--- src/sv/gba_pkg.sv ---
package gba_pkg;

    localparam int GROUP_COUNT      = 16;
    localparam int GROUP_BLOCKS     = 32768;
    localparam int WORD_BITS        = 32;
    localparam int WORDS_PER_GROUP  = GROUP_BLOCKS / WORD_BITS;

    localparam int GROUP_W = $clog2(GROUP_COUNT);
    localparam int BIT_W   = $clog2(GROUP_BLOCKS);
    localparam int WIDX_W  = $clog2(WORDS_PER_GROUP);
    localparam int BOFS_W  = $clog2(WORD_BITS);
    localparam int ADDR_W  = GROUP_W + WIDX_W;
    localparam int DEPTH   = GROUP_COUNT * WORDS_PER_GROUP;
    localparam int LIMIT_W = BIT_W + 1;
    localparam int LIVE_W  = GROUP_W + 1;

    localparam int OP_W    = 2;
    localparam int BLOCK_W = 19;
    localparam int VALUE_W = 32;
    localparam int COUNT_W = 16;
    localparam int STAT_W  = 3;
    localparam int TOTAL_W = 20;

    localparam logic [OP_W-1:0] OP_ALLOC      = 2'd0;
    localparam logic [OP_W-1:0] OP_FREE       = 2'd1;
    localparam logic [OP_W-1:0] OP_LOAD_WORD  = 2'd2;
    localparam logic [OP_W-1:0] OP_LOAD_COUNT = 2'd3;

    localparam logic [STAT_W-1:0] ST_OK       = 3'd0;
    localparam logic [STAT_W-1:0] ST_NOSPACE  = 3'd1;
    localparam logic [STAT_W-1:0] ST_CORRUPT  = 3'd2;
    localparam logic [STAT_W-1:0] ST_RANGE    = 3'd3;
    localparam logic [STAT_W-1:0] ST_FREE     = 3'd4;

    localparam logic [0:0] CFG_FIRST_DATA = 1'b0;
    localparam logic [0:0] CFG_TOTAL      = 1'b1;

    localparam logic [TOTAL_W-1:0] TOTAL_MAX = {TOTAL_W{1'b1}};
    localparam logic [COUNT_W-1:0] GROUP_MAX = {COUNT_W{1'b1}};

    typedef struct packed {
        logic               first_data;
        logic [TOTAL_W-1:0] total_blocks;
        logic [LIVE_W-1:0]  live_groups;
    } cfg_t;

    typedef struct packed {
        logic [OP_W-1:0]    op;
        logic               in_range;
        logic [GROUP_W-1:0] grp;
        logic [BIT_W-1:0]   bitpos;
        logic [ADDR_W-1:0]  word_addr;
        logic [VALUE_W-1:0] word_value;
        logic [COUNT_W-1:0] free_count;
    } cmd_t;

endpackage

--- src/sv/gba_if.sv ---
interface gba_req_if;
    import gba_pkg::*;
    logic               valid;
    logic               ready;
    logic [OP_W-1:0]    opcode;
    logic [BLOCK_W-1:0] block_number;
    logic [3:0]         group_index;
    logic [9:0]         word_index;
    logic [VALUE_W-1:0] word_value;
    logic [COUNT_W-1:0] free_count;
    modport source (output valid, opcode, block_number, group_index, word_index,
                    word_value, free_count, input ready);
    modport sink (input valid, opcode, block_number, group_index, word_index,
                  word_value, free_count, output ready);
endinterface


--- src/sv/gba_front.sv ---
module gba_front (
    input  logic                    clk,
    input  logic                    rst_n,
    input  logic                    cfg_we,
    input  logic [0:0]              cfg_index,
    input  logic [19:0]             cfg_data,
    gba_req_if.sink                 req,
    output gba_pkg::cfg_t           cfg,
    output logic                    push,
    output gba_pkg::cmd_t           push_cmd,
    input  logic                    push_ready
);
    import gba_pkg::*;

    logic               first_data_reg;
    logic [TOTAL_W-1:0] total_blocks_reg;
    logic [TOTAL_W-1:0] span;
    logic [TOTAL_W:0]   span_up;
    logic [TOTAL_W-BIT_W:0] n_groups;
    logic [BLOCK_W-1:0] rel;

    always_ff @(posedge clk or negedge rst_n)
    begin
        if (!rst_n)
        begin
            first_data_reg   <= 1'b0;
            total_blocks_reg <= 20'd524288;
        end
        else if (cfg_we)
        begin
            case (cfg_index)
                CFG_FIRST_DATA: first_data_reg <= cfg_data[0];
                CFG_TOTAL:      total_blocks_reg <= cfg_data[TOTAL_W-1:0];
                default:        ;
            endcase
        end
    end

    // live groups = ceil((total - first) / group size), capped
    always_comb
    begin
        span     = total_blocks_reg - {{(TOTAL_W-1){1'b0}}, first_data_reg};
        span_up  = {1'b0, span} + (TOTAL_W+1)'(GROUP_BLOCKS - 1);
        n_groups = span_up[TOTAL_W:BIT_W];
        cfg.first_data   = first_data_reg;
        cfg.total_blocks = total_blocks_reg;
        if (total_blocks_reg <= {{(TOTAL_W-1){1'b0}}, first_data_reg})
            cfg.live_groups = '0;
        else if (n_groups > (TOTAL_W-BIT_W+1)'(GROUP_COUNT))
            cfg.live_groups = LIVE_W'(GROUP_COUNT);
        else
            cfg.live_groups = LIVE_W'(n_groups);
    end

    always_comb
    begin
        rel = req.block_number - {{(BLOCK_W-1){1'b0}}, first_data_reg};
        push_cmd.op       = req.opcode;
        push_cmd.in_range = (req.block_number >= {{(BLOCK_W-1){1'b0}}, first_data_reg}) &&
                            ({1'b0, req.block_number} < total_blocks_reg);
        push_cmd.grp        = rel[BLOCK_W-1:BIT_W];
        push_cmd.bitpos     = rel[BIT_W-1:0];
        push_cmd.word_addr  = {req.group_index, req.word_index};
        push_cmd.word_value = req.word_value;
        push_cmd.free_count = req.free_count;
    end

    assign req.ready = push_ready;
    assign push      = req.valid && push_ready;

endmodule

--- src/flat_wrapper.sv ---
// flat-port wrapper written by rule: the top's interface ports become plain ports
module gba_front_flat import gba_pkg::*;
  (clk, rst_n, cfg_we, cfg_index, cfg_data, cfg, push, push_cmd, push_ready, req_valid, req_opcode, req_block_number, req_group_index, req_word_index, req_word_value, req_free_count, req_ready);
  gba_req_if req_i ();
  input  logic clk;
  input  logic rst_n;
  input  logic cfg_we;
  input  logic [0:0] cfg_index;
  input  logic [19:0] cfg_data;
  output gba_pkg::cfg_t cfg;
  output logic push;
  output gba_pkg::cmd_t push_cmd;
  input  logic push_ready;
  input wire logic [$bits(req_i.valid)-1:0] req_valid;
  input wire logic [$bits(req_i.opcode)-1:0] req_opcode;
  input wire logic [$bits(req_i.block_number)-1:0] req_block_number;
  input wire logic [$bits(req_i.group_index)-1:0] req_group_index;
  input wire logic [$bits(req_i.word_index)-1:0] req_word_index;
  input wire logic [$bits(req_i.word_value)-1:0] req_word_value;
  input wire logic [$bits(req_i.free_count)-1:0] req_free_count;
  output wire logic [$bits(req_i.ready)-1:0] req_ready;
  assign req_i.valid = req_valid;
  assign req_i.opcode = req_opcode;
  assign req_i.block_number = req_block_number;
  assign req_i.group_index = req_group_index;
  assign req_i.word_index = req_word_index;
  assign req_i.word_value = req_word_value;
  assign req_i.free_count = req_free_count;
  assign req_ready = req_i.ready;
  gba_front u_core (.clk(clk), .rst_n(rst_n), .cfg_we(cfg_we), .cfg_index(cfg_index), .cfg_data(cfg_data), .req(req_i), .cfg(cfg), .push(push), .push_cmd(push_cmd), .push_ready(push_ready));
endmodule
--- config.mk ---
export PLATFORM = sky130hd
export DESIGN_NAME = gba_front_flat
export DESIGN_NICKNAME = d
export VERILOG_FILES = /design/src/sv/gba_pkg.sv /design/src/sv/gba_if.sv /design/src/sv/gba_front.sv /design/src/flat_wrapper.sv
export SDC_FILE = /design/constraint.sdc
export NUM_CORES = 1
export LEC_CHECK = 0
export BUFFER_PORTS_ARGS = -buffer_cell sky130_fd_sc_hd__buf_2
export CAP_MARGIN = 40
export CELL_PAD_IN_SITES_DETAIL_PLACEMENT = 1
export CELL_PAD_IN_SITES_GLOBAL_PLACEMENT = 1
export CORE_UTILIZATION = 26
export DETAILED_ROUTE_END_ITERATION = 10
export PLACE_DENSITY_LB_ADDON = 0.25
export SKIP_CTS_REPAIR_TIMING = 1
export SLEW_MARGIN = 20
export SYNTH_ARGS = -nofsm -noshare
export SYNTH_HDL_FRONTEND = slang
export SYNTH_SLANG_ARGS = --single-unit
export TNS_END_PERCENT = 5
--- constraint.sdc ---
create_clock -name clk -period 3.33 [get_ports clk]
set_input_delay 0.666 -clock clk [delete_from_list [all_inputs] [get_ports clk]]
set_output_delay 0.666 -clock clk [all_outputs]
set_load 0.01 [all_outputs]
==> impl_metrics.json <==
{
  "setup_viol": 0,
  "p_per_area_mw_per_mm2": 336.5,
  "tightest_slew_ps": 543.1,
  "crit_end": "push_cmd[77]",
  "yosysWarnings": 0,
  "max_freq_mhz": 307.2,
  "dp_hpwl_um": 6271,
  "core_sq_mm": 0.009415,
  "synth_area_sq_mm": 0.002576,
  "die_area_sq_mm": 0.01031,
  "cp_max_fo": 4,
  "num_antenna_cells": 0,
  "irDropWorstVdd_v": 0.0002916,
  "grt_pass1_vias": 2285,
  "root_buffer": "clkbuf_8",
  "clk_latency_ps": 260,
  "clk_path_buf_depth": 2,
  "vias_per_cell": 4.707,
  "synthArstFlopShare": 1.000,
  "synth.distinct_cells": 51,
  "status": "complete, no violations",
  "post-route-drc-count": 0,
  "combPwrFrac": 0.463,
  "htreeDepth": 1,
  "crit_path_start": "req_block_number[5]",
  "vias": 2203,
  "fp.dieW_um": 101.5,
  "min_period_over_period": 0.9777,
  "dpl_worst_slack_ps": -49.31,
  "portBuffers": 92,
  "first_pass_iters": 4,
  "rows": 35,
  "clk_pin_slew_ps": 70,
  "grtUsageMet3": 0.02761,
  "net-switching-power_w": 0.0003854,
  "slew-limit-headroom": 0.6353,
  "swShare": 0.3920,
  "hold_path_class": "in -> async",
  "fin_util": 0.3103,
  "synth-main-ff-cell": "dfrtp_1",
  "ant_nets": 0,
  "cts_tree": "yes",
  "antenna_found_initial": 0,
  "met1_usage": 0.1706,
  "busiest_layer": "met2",
  "largest_register_ffs": 20,
  "totalWireLength_um": 7311,
  "cp.arrival_ps": 2590,
  "ys_seq_area_frac": 0.2045,
  "syn_nets": 427,
  "reg2reg_from": "u_core.total_blocks_reg[3]$_DFFE_PN0P_",
  "rr_worst_depth": 2,
  "hold_viol": 0,
  "layout_commonest_cell": "buf_2",
  "grt_overflow": 0,
  "skew_ps": 0,
  "timing.rr.end": "u_core.total_blocks_reg[3]$_DFFE_PN0P_",
  "crit_path_end_kind": "output pin",
  "track_usage": 0.1381,
  "fin_ws_ps": 74.32,
  "reg2reg_slack_ps": 2400,
  "final_max_slew_viol_count": 0,
  "drive_gt1_frac": 0.4543,
  "maxCapViolations": 0,
  "power.share.clock": 0.165,
  "grt_use_met2": 0.2422,
  "grt_pass1_wl_um": 11260,
  "fin_crit_ps": 3256,
  "final_cell_mix": "92 x buf_2, 24 x inv_1, 21 x mux2_2, 20 x ha_1, 19 x dfrtp_1",
  "wl_per_cell_um": 15.62,
  "p_int_w": 0.0005978,
  "syn_area_per_cell_sq_um": 8.703,
  "synthCells": 296,
  "syn_to_final_growth_pct": 13.40,
  "pwr-share-seq": 0.372,
  "p_leak_nw": 1.404,
  "synth-seq-cells": 21,
  "grt_max_degree": 22,
  "cts_buffers": 3,
  "nets": 471,
  "fill_cells": 1152,
  "drtIter0Drc": 42,
  "required_ps": 2660,
  "cp-start-kind": "primary input",
  "pin_count": 221,
  "synth_edf_count": 0,
  "cts.sinks": 21,
  "gp_congestion": 0.8094,
  "path_class": "in -> out",
  "start_util": 0.2736,
  "die_h_um": 101.5
}
## metrics by stage
step | cell area [sq um] | hold WS, ps | total power, W | TNS [ps] | instances
3_3_place_gp | 2778 | 585.9 | 0.0008045 | -47.03 | 459
2_1_floorplan | 2576 | 370.4 | 0.0006945 | 0 | 296
6_report | 2922 | 359.5 | 0.0009831 | 0 | 468
4_1_cts | 2823 | 375.9 | 0.0009837 | -241.9 | 463
3_5_place_dp | 2778 | 588.2 | 0.0008153 | -95.27 | 459
5_1_grt | 2922 | 391.9 | 0.001062 | -29.83 | 468
## cell usage after synthesis, types with 2 or more instances
cell / count / area, sq um
or3_1: 3 / 18.77
nor3_1: 10 / 50.05
ha_1: 22 / 275.3
a21o_1: 6 / 45.04
nor4b_1: 2 / 17.52
inv_1: 24 / 90.09
nor2_1: 13 / 48.80
xnor2_1: 14 / 122.6
o31ai_1: 2 / 15.01
clkbuf_1: 4 / 15.01
nor4_1: 4 / 25.02
mux2_2: 21 / 236.5
buf_4: 66 / 495.5
o21ai_0: 5 / 25.02
or4_1: 4 / 30.03
nand2_1: 13 / 48.80
xor2_1: 12 / 105.1
a21oi_1: 6 / 30.03
nand4_1: 7 / 43.79
nand2b_1: 3 / 18.77
dfrtp_1: 20 / 500.5
nor4_2: 2 / 25.02
nand3_1: 4 / 20.02
and4_2: 2 / 20.02
## how the worst min path moves through the flow
stage                                                 from                                     end  slack, ps  depth (start not counted)
floorplan                                            rst_n       u_core.first_data_reg$_DFFE_PN0P_        370                          0
global placement    u_core.total_blocks_reg[0]$_DFFE_PN0P_  u_core.total_blocks_reg[0]$_DFFE_PN0P_        590                          1
detailed placement  u_core.total_blocks_reg[0]$_DFFE_PN0P_  u_core.total_blocks_reg[0]$_DFFE_PN0P_        590                          1
CTS                                                  rst_n  u_core.total_blocks_reg[3]$_DFFE_PN0P_        380                          1
global route                                         rst_n  u_core.total_blocks_reg[3]$_DFFE_PN0P_        390                          1
finish                                               rst_n  u_core.total_blocks_reg[3]$_DFFE_PN0P_        360                          1
## power groups by stage
stage          registers (W)  clock network (W)  logic (W)
2_1_floorplan       0.000360                  0   0.000334
3_3_place_gp        0.000366                  0   0.000438
3_5_place_dp        0.000368                  0   0.000447
4_1_cts             0.000363           0.000171   0.000450
5_1_grt             0.000374           0.000177   0.000512
6_report            0.000366           0.000162   0.000455
## worst max-delay path: stages
cell and delay (ps):
buf_2 100, or3_1 400, or4_4 440, or4_4 530
nor2_1 130, xor2_1 160, buf_2 150
## metal layers
metal / routed length, um / up-vias
met2: 3496 / 92
li1: - / 1060
met5: 0 / -
met3: 522 / 21
met4: 132 / 0
met1: 3159 / 1030
## final cells by class
class | count | area [sq um] | area share
Timing Repair Buffer | 111 | 610.6 | 0.2090
Sequential cell | 21 | 528.0 | 0.1807
Inverter | 24 | 90.09 | 0.03084
Clock buffer | 4 | 45.04 | 0.01542
Multi-Input combinational cell | 179 | 1486 | 0.5088
Tap cell | 129 | 161.4 | 0.05525
## kinds of logic (layout without fill, tap and decap cells)
| group | after synthesis | count (layout) | share of synthesized area |
|---|---|---|---|
| AOI/OAI and AO/OA | 36 | 36 | 0.1001 |
| xor gates and xnor gates | 26 | 26 | 0.08839 |
| adders and majority gates | 22 | 22 | 0.1068 |
| buffers and inverters | 96 | 139 | 0.2390 |
| DFF | 21 | 21 | 0.2045 |
| muxes | 21 | 21 | 0.09179 |
| and+or+nand+nor | 74 | 74 | 0.1695 |
Note: power is estimated with default switching activity, not from simulation.
