**src/sv/gba_pkg.sv**
```systemverilog
package gba_pkg;

    localparam int GROUP_COUNT      = 16;
    localparam int GROUP_BLOCKS     = 32768;
    localparam int WORD_BITS        = 32;
    localparam int WORDS_PER_GROUP  = GROUP_BLOCKS / WORD_BITS;

    localparam int GROUP_W = $clog2(GROUP_COUNT);
    localparam int BIT_W   = $clog2(GROUP_BLOCKS);
    localparam int WIDX_W  = $clog2(WORDS_PER_GROUP);
    localparam int BOFS_W  = $clog2(WORD_BITS);
    localparam int ADDR_W  = GROUP_W + WIDX_W;
    localparam int DEPTH   = GROUP_COUNT * WORDS_PER_GROUP;
    localparam int LIMIT_W = BIT_W + 1;
    localparam int LIVE_W  = GROUP_W + 1;

    localparam int OP_W    = 2;
    localparam int BLOCK_W = 19;
    localparam int VALUE_W = 32;
    localparam int COUNT_W = 16;
    localparam int STAT_W  = 3;
    localparam int TOTAL_W = 20;

    localparam logic [OP_W-1:0] OP_ALLOC      = 2'd0;
    localparam logic [OP_W-1:0] OP_FREE       = 2'd1;
    localparam logic [OP_W-1:0] OP_LOAD_WORD  = 2'd2;
    localparam logic [OP_W-1:0] OP_LOAD_COUNT = 2'd3;

    localparam logic [STAT_W-1:0] ST_OK       = 3'd0;
    localparam logic [STAT_W-1:0] ST_NOSPACE  = 3'd1;
    localparam logic [STAT_W-1:0] ST_CORRUPT  = 3'd2;
    localparam logic [STAT_W-1:0] ST_RANGE    = 3'd3;
    localparam logic [STAT_W-1:0] ST_FREE     = 3'd4;

    localparam logic [0:0] CFG_FIRST_DATA = 1'b0;
    localparam logic [0:0] CFG_TOTAL      = 1'b1;

    localparam logic [TOTAL_W-1:0] TOTAL_MAX = {TOTAL_W{1'b1}};
    localparam logic [COUNT_W-1:0] GROUP_MAX = {COUNT_W{1'b1}};

    typedef struct packed {
        logic               first_data;
        logic [TOTAL_W-1:0] total_blocks;
        logic [LIVE_W-1:0]  live_groups;
    } cfg_t;

    typedef struct packed {
        logic [OP_W-1:0]    op;
        logic               in_range;
        logic [GROUP_W-1:0] grp;
        logic [BIT_W-1:0]   bitpos;
        logic [ADDR_W-1:0]  word_addr;
        logic [VALUE_W-1:0] word_value;
        logic [COUNT_W-1:0] free_count;
    } cmd_t;

endpackage

```
**src/sv/gba_queue.sv**
```systemverilog
module gba_queue (
    input  logic          clk,
    input  logic          rst_n,
    input  logic          push,
    input  gba_pkg::cmd_t push_cmd,
    output logic          push_ready,
    input  logic          pop,
    output gba_pkg::cmd_t pop_cmd,
    output logic          pop_valid
);
    import gba_pkg::*;

    cmd_t       slot_reg [2];
    logic       wr_ptr_reg;
    logic       rd_ptr_reg;
    logic [1:0] count_reg;

    assign push_ready = (count_reg != 2'd2);
    assign pop_valid  = (count_reg != 2'd0);
    assign pop_cmd    = slot_reg[rd_ptr_reg];

    always_ff @(posedge clk)
    begin
        if (push)
            slot_reg[wr_ptr_reg] <= push_cmd;
    end

    always_ff @(posedge clk or negedge rst_n)
    begin
        if (!rst_n)
        begin
            wr_ptr_reg <= 1'b0;
            rd_ptr_reg <= 1'b0;
            count_reg  <= 2'd0;
        end
        else
        begin
            if (push)
                wr_ptr_reg <= ~wr_ptr_reg;
            if (pop)
                rd_ptr_reg <= ~rd_ptr_reg;
            case ({push, pop})
                2'b10:   count_reg <= count_reg + 2'd1;
                2'b01:   count_reg <= count_reg - 2'd1;
                default: ;
            endcase
        end
    end

endmodule

```
**config.mk**
```make
export PLATFORM = sky130hd
export DESIGN_NAME = gba_queue
export DESIGN_NICKNAME = d
export VERILOG_FILES = /design/src/sv/gba_pkg.sv /design/src/sv/gba_queue.sv
export SDC_FILE = /design/constraint.sdc
export NUM_CORES = 1
export LEC_CHECK = 0
export CORE_AREA = 3 3 149 79
export CTS_CLUSTER_DIAMETER = 100
export DETAILED_ROUTE_END_ITERATION = 10
export DIE_AREA = 0 0 152 82
export DONT_BUFFER_PORTS = 1
export PLACE_DENSITY = 0.75
export REMOVE_ABC_BUFFERS = 1
export SETUP_SLACK_MARGIN = 0.2
export SLEW_MARGIN = 15
export SYNTH_ARGS = -nofsm -noshare
export SYNTH_HDL_FRONTEND = slang
export SYNTH_SLANG_ARGS = --single-unit
```
**constraint.sdc**
```tcl
create_clock -name clk -period 6 [get_ports clk]
set_input_delay 0.6 -clock clk [delete_from_list [all_inputs] [get_ports clk]]
set_output_delay 0.6 -clock clk [all_outputs]
set_load 0.005 [all_outputs]
```
==> results of run 1 <==
-- worst paths after layout --
kind	depth (start not counted)	startpoint	end	slack, ns
worst min-delay path	1	pop	rd_ptr_reg	0.26
min in group asynchronous	1	rst_n	count_reg[0]	0.47
worst min register to register	1	count_reg[1]	count_reg[1]	0.49
max in group asynchronous	1	rst_n	rd_ptr_reg	5.33
worst max-delay path	1	rd_ptr_reg	pop_cmd[7]	3.31
worst max register to register	2	wr_ptr_reg	slot_reg[0][2]	3.99
-- through the flow --
step                      utilization  cell area, sq um  instances
after floorplan                     -              6177        268
after global placement         0.5976              6380        414
after detailed placement       0.5976              6380        414
after CTS                      0.6498              6937        446
after global routing           0.6549              6992        448
final                          0.6549              6992        448
-- worst reg2reg max path, delay by kind of cell (launching register included) --
kind | cells | cell delay [ns]
buffers and inverters | 1 | 0.63
and+or+nand+nor | 1 | 0.56
DFF | 1 | 0.43
-- final cells by class --
type | instances | area (sq um) | share of cell area
Sequential cell | 172 | 5149 | 0.7364
Multi-Input combinational cell | 95 | 1039 | 0.1485
Clock buffer | 18 | 429.2 | 0.06138
Tap cell | 145 | 181.4 | 0.02595
Clock inverter | 13 | 117.6 | 0.01682
Timing Repair Buffer | 4 | 72.57 | 0.01038
Inverter | 1 | 3.754 | 0.0005369
-- power by group through the flow --
stage | registers (uW) | clock network, uW | logic (uW)
3_3_place_gp | 1780 | 0 | 531
4_1_cts | 1770 | 1030 | 536
2_1_floorplan | 1760 | 0 | 432
3_5_place_dp | 1800 | 0 | 530
5_1_grt | 1790 | 1090 | 597
6_report | 1760 | 1010 | 545
-- cells by family after synthesis --
| group | synth area share |
|---|---|
| multiplexers | 0.1512 |
| buffers and inverters | 0.01320 |
| XOR/XNOR | 0.007001 |
| adder cells (fa/ha/maj) | 0.002000 |
| AND/OR/NAND/NOR | 0.004202 |
| flip-flops | 0.8224 |
-- cell usage after synthesis, drive strengths merged --
library cell / instances
and2: 1
buf: 9
dfrtp: 4
edfxtp: 168
ha: 1
inv: 1
mux2: 84
nand2b: 1
nor2: 2
or2: 1
xnor2: 2
xor2: 3
-- what timing repair did --
item,CTS,global route
endpoints found under the hold margin,4,0
gates resized for setup,0,0
hold buffers,1,0
-- routing by layer --
metal  share of wire  track usage  wire length, microns
met5               0            0                     0
met4          0.0056      0.06457                    58
met3            0.12       0.1053                  1191
met2            0.45       0.2376                  4596
met1            0.43       0.2119                  4466
==> results.json, run 1 <==
{
  "cts.sinks": 172,
  "core_sq_um": 10680,
  "rows": 27,
  "crit_chain": "mux2_2",
  "clkTransAtPathRegs_ns": 0.06,
  "cap_violations": 0,
  "synth.avg_cell_area_sq_um": 22.58,
  "critPathMaxFanout": 85,
  "critPathLaunchType": "flip-flop",
  "grt-ovfl-total": 0,
  "critPathKind": "reg -> out",
  "vias": 2482,
  "dieArea_sq_um": 12460,
  "htree_levels": 4,
  "grt_max_degree": 86,
  "final_cell_mix": "edfxtp_1 (168), mux2_1 (50), mux2_2 (34)",
  "fmax_ghz": 0.3722,
  "synth_top_area_frac": 0.8064,
  "setup_tns_ns": 0,
  "p_int_uw": 2426,
  "cp_slowest_cell": "dfrtp_4",
  "num-fill-cells": 708,
  "wl_microns": 10310,
  "power_density_nw_per_um2": 473.6,
  "netlist_area_sq_um": 6256,
  "power_uw": 3312,
  "wire_per_inst_microns": 23.02,
  "die_x_microns": 152,
  "switching_power_uw": 885.7,
  "maxSlewViolCount": 0,
  "finalCritPeriodShare": 0.4477,
  "synthCells": 277,
  "drive_gt1_frac": 0.2277,
  "io_buffers": 0,
  "p_comb_frac": 0.165,
  "vdd_drop_max_uv": 253.2,
  "crit_family": "flip-flops",
  "power_frac_seq": 0.531,
  "cp.required_ns": 5.40,
  "holdCritPathClass": "in -> reg",
  "layout_commonest_cell": "edfxtp_1",
  "arrival_ns": 2.09,
  "whs_ns": 0.2629,
  "power.leakage_uw": 0.002282,
  "period_minus_slack_ns": 2.686,
  "cpPeakStageDelay_ns": 1.16,
  "path_buf_inv": 0,
  "antenna_cells": 0,
  "relSlewSlack": 0.2454,
  "netlist.top_cell.by_area": "edfxtp_1",
  "clock_latency_ns": 0.41,
  "yosys-top-cells-area": "edfxtp_1 (81%), mux2_1 (9.0%), mux2_2 (6.1%)",
  "worst_pin_slew_ns": 1.132,
  "yosysWarnings": 0,
  "drc": 0,
  "ant_nets": 0,
  "grt_usage": 0.1683,
  "fin_nets": 380,
  "cts_setup_buffers": 0,
  "root_buffer": "clkbuf_16",
  "dieHeight_microns": 82,
  "drt_pre_antenna_iters": 4,
  "fin_ws_ns": 3.314,
  "initial_utilization": 0.5860,
  "antenna_found_initial": 0,
  "setup_viol": 0,
  "largest_register_ffs": 168,
  "routed_via_density": 5.540,
  "clock_path_buffers": 2,
  "rsz0062_at_grt": "no",
  "dp_slack_ns": 3.368,
  "crit_path_end_kind": "primary output",
  "grt_pass1_vias": 2584,
  "status": "complete, no violations",
  "area_growth_pct": 11.76,
  "tritoncts.num_buffers": 17,
  "power_switching_share": 0.2674,
  "finClkSkew_ns": 0.006488,
  "drtIter0Drc": 178,
  "dpl.hpwl_microns": 6543,
  "io-pin-count": 174,
  "gp_congestion": 0.7104,
  "yosysSeqAreaShare": 0.8224,
  "cts_tree": "yes",
  "synth-seq-cells": 172,
  "grt_pass1_wl_microns": 15190,
  "hold_violations": 0,
  "synth_cell_types": 15,
  "p_clk_frac": 0.304
}
(Power assumes the default switching activity.)
==> inputs of run 2 (changes only) <==
--- a/config.mk
+++ b/config.mk
@@ -5,12 +5,12 @@
 export SDC_FILE = /design/constraint.sdc
 export NUM_CORES = 1
 export LEC_CHECK = 0
-export CORE_AREA = 3 3 149 79
+export CORE_AREA = 3 3 154 81
 export CTS_CLUSTER_DIAMETER = 100
 export DETAILED_ROUTE_END_ITERATION = 10
-export DIE_AREA = 0 0 152 82
+export DIE_AREA = 0 0 157 84
 export DONT_BUFFER_PORTS = 1
-export PLACE_DENSITY = 0.75
+export PLACE_DENSITY = 0.74
 export REMOVE_ABC_BUFFERS = 1
 export SETUP_SLACK_MARGIN = 0.2
 export SLEW_MARGIN = 15
==> constraint.sdc (replaced) <==
create_clock -name clk -period 2.3 [get_ports clk]
set_input_delay 0.23 -clock clk [delete_from_list [all_inputs] [get_ports clk]]
set_output_delay 0.23 -clock clk [all_outputs]
set_load 0.005 [all_outputs]
==> run 2 against run 1 <==
Against the previous run:
- register-to-register slack got worse by 3.1 ns
- count of clock-buffer cells in the layout decreased by 1
- worst hold slack got worse by 0.20 ns
- largest cell class unchanged
- largest power group unchanged
==> results.json, run 2 (synthesis gave the netlist of run 1 again) <==
{
  "num-fill-cells": 628,
  "maxSlewViolCount": 0,
  "rows": 27,
  "status": "complete, no violations",
  "critPathLaunchType": "flip-flop",
  "power.leakage_uw": 0.002697,
  "clkTransAtPathRegs_ns": 0.06,
  "clock_path_buffers": 2,
  "setup_viol": 0,
  "finClkSkew_ns": 0.01053,
  "critPathKind": "reg -> out",
  "stdcell_area_sq_um": 7944,
  "largest_register_ffs": 168,
  "crit_path_end_kind": "primary output",
  "whs_ns": 0.06466,
  "period_minus_slack_ns": 1.962,
  "cts_setup_buffers": 0,
  "grt_pass1_vias": 3176,
  "drive_gt1_frac": 0.1841,
  "tritoncts.num_buffers": 17,
  "wl_met1_microns": 4415,
  "vdd_drop_max_uv": 867.1,
  "area_growth_pct": 26.98,
  "dieArea_sq_um": 13190,
  "wl_microns": 11600,
  "highest-signal-layer": "met4",
  "ff_latch_area_sq_um": 5149,
  "clock_latency_ns": 0.41,
  "relSlewSlack": 0.6170,
  "antenna_found_initial": 0,
  "drtIter0Drc": 148,
  "holdCritPathClass": "in -> reg",
  "wl_met3_microns": 600,
  "die_x_microns": 157,
  "root_buffer": "clkbuf_16",
  "rsz0062_at_grt": "no",
  "grt_max_degree": 85,
  "routed_via_density": 5.362,
  "met2_length_microns": 6384,
  "startpoint": "rd_ptr_reg",
  "arrival_ns": 1.73,
  "io_buffers": 0,
  "drt_pre_antenna_iters": 4,
  "setup_tns_ns": 0,
  "critPathMaxFanout": 44,
  "vias": 2874,
  "fmax_ghz": 0.5097,
  "hp-start": "pop",
  "wire_per_inst_microns": 21.64,
  "grt-ovfl-total": 0,
  "power_density_nw_per_um2": 1166,
  "dpl.hpwl_microns": 6608,
  "multiInputGateArea_sq_um": 1039,
  "dieHeight_microns": 84,
  "hold_violations": 0,
  "initial_utilization": 0.5663,
  "ctsHoldBuffers": 87,
  "fin_nets": 467,
  "power_uw": 9262,
  "core_sq_um": 11050,
  "grt_pass1_wl_microns": 17860,
  "cp.required_ns": 2.07,
  "drc": 0,
  "place_area_sq_um": 6427,
  "layout_commonest_cell": "edfxtp_1",
  "gp_congestion": 0.6513,
  "io-pin-count": 174,
  "cap_violations": 0,
  "antenna_cells": 0,
  "finalCritPeriodShare": 0.8530,
  "cts_resized": 0,
  "cts_tree": "yes",
  "cts.sinks": 172,
  "htree_levels": 4,
  "worst_pin_slew_ns": 0.5745,
  "ant_nets": 0,
  "grt_usage": 0.1810,
  "final_cell_mix": "edfxtp_1 (168), dlygate4sd3_1 (87), mux2_1 (50)",
  "timing.rr.start": "wr_ptr_reg",
  "postLayoutCoreUtil": 0.7191
}
run 2: worst paths after layout:
check | end | slack [ns] | depth (start not counted)
worst min-delay path | count_reg[0] | 0.06 | 2
max in group asynchronous | rd_ptr_reg | 1.98 | 1
worst max-delay path | pop_cmd[67] | 0.34 | 2
worst min register to register | count_reg[1] | 0.50 | 1
min in group asynchronous | count_reg[0] | 0.11 | 1
worst max register to register | slot_reg[1][66] | 0.87 | 2
run 2: cell type report:
cell class,count,share of cell area
Multi-Input combinational cell,95,0.1307
Clock buffer,17,0.05355
Tap cell,145,0.02284
Inverter,1,0.0004725
Timing Repair Buffer,91,0.1166
Sequential cell,172,0.6481
Clock inverter,15,0.02772
run 2: per-stage QoR:
| stage | setup WS [ns] | instances |
|---|---|---|
| 3_3_place_gp | 0.7914 | 417 |
| 3_5_place_dp | 0.7667 | 417 |
| 4_1_cts | 0.3266 | 536 |
| 2_1_floorplan | -2.136 | 268 |
| 5_1_grt | 0.2551 | 536 |
| 6_report | 0.3380 | 536 |
run 2: critical path: stages (launching register included):
cell	delay, ns
dfrtp_4	0.40
buf_4	0.46
mux2_1	0.42
run 2: layer usage:
layer	vias up	GRT usage
met4	0	0.07625
met5	-	0
met2	98	0.3239
li1	1301	-
met1	1457	0.2015
met3	18	0.05282
run 2: report_power, final:
group / total [uW] / switching (uW) / internal, uW
combinational: 1830 / 1060 / 771
sequential: 4330 / 168 / 4170
clock: 3100 / 1170 / 1930
total: 9260 / 2390 / 6870
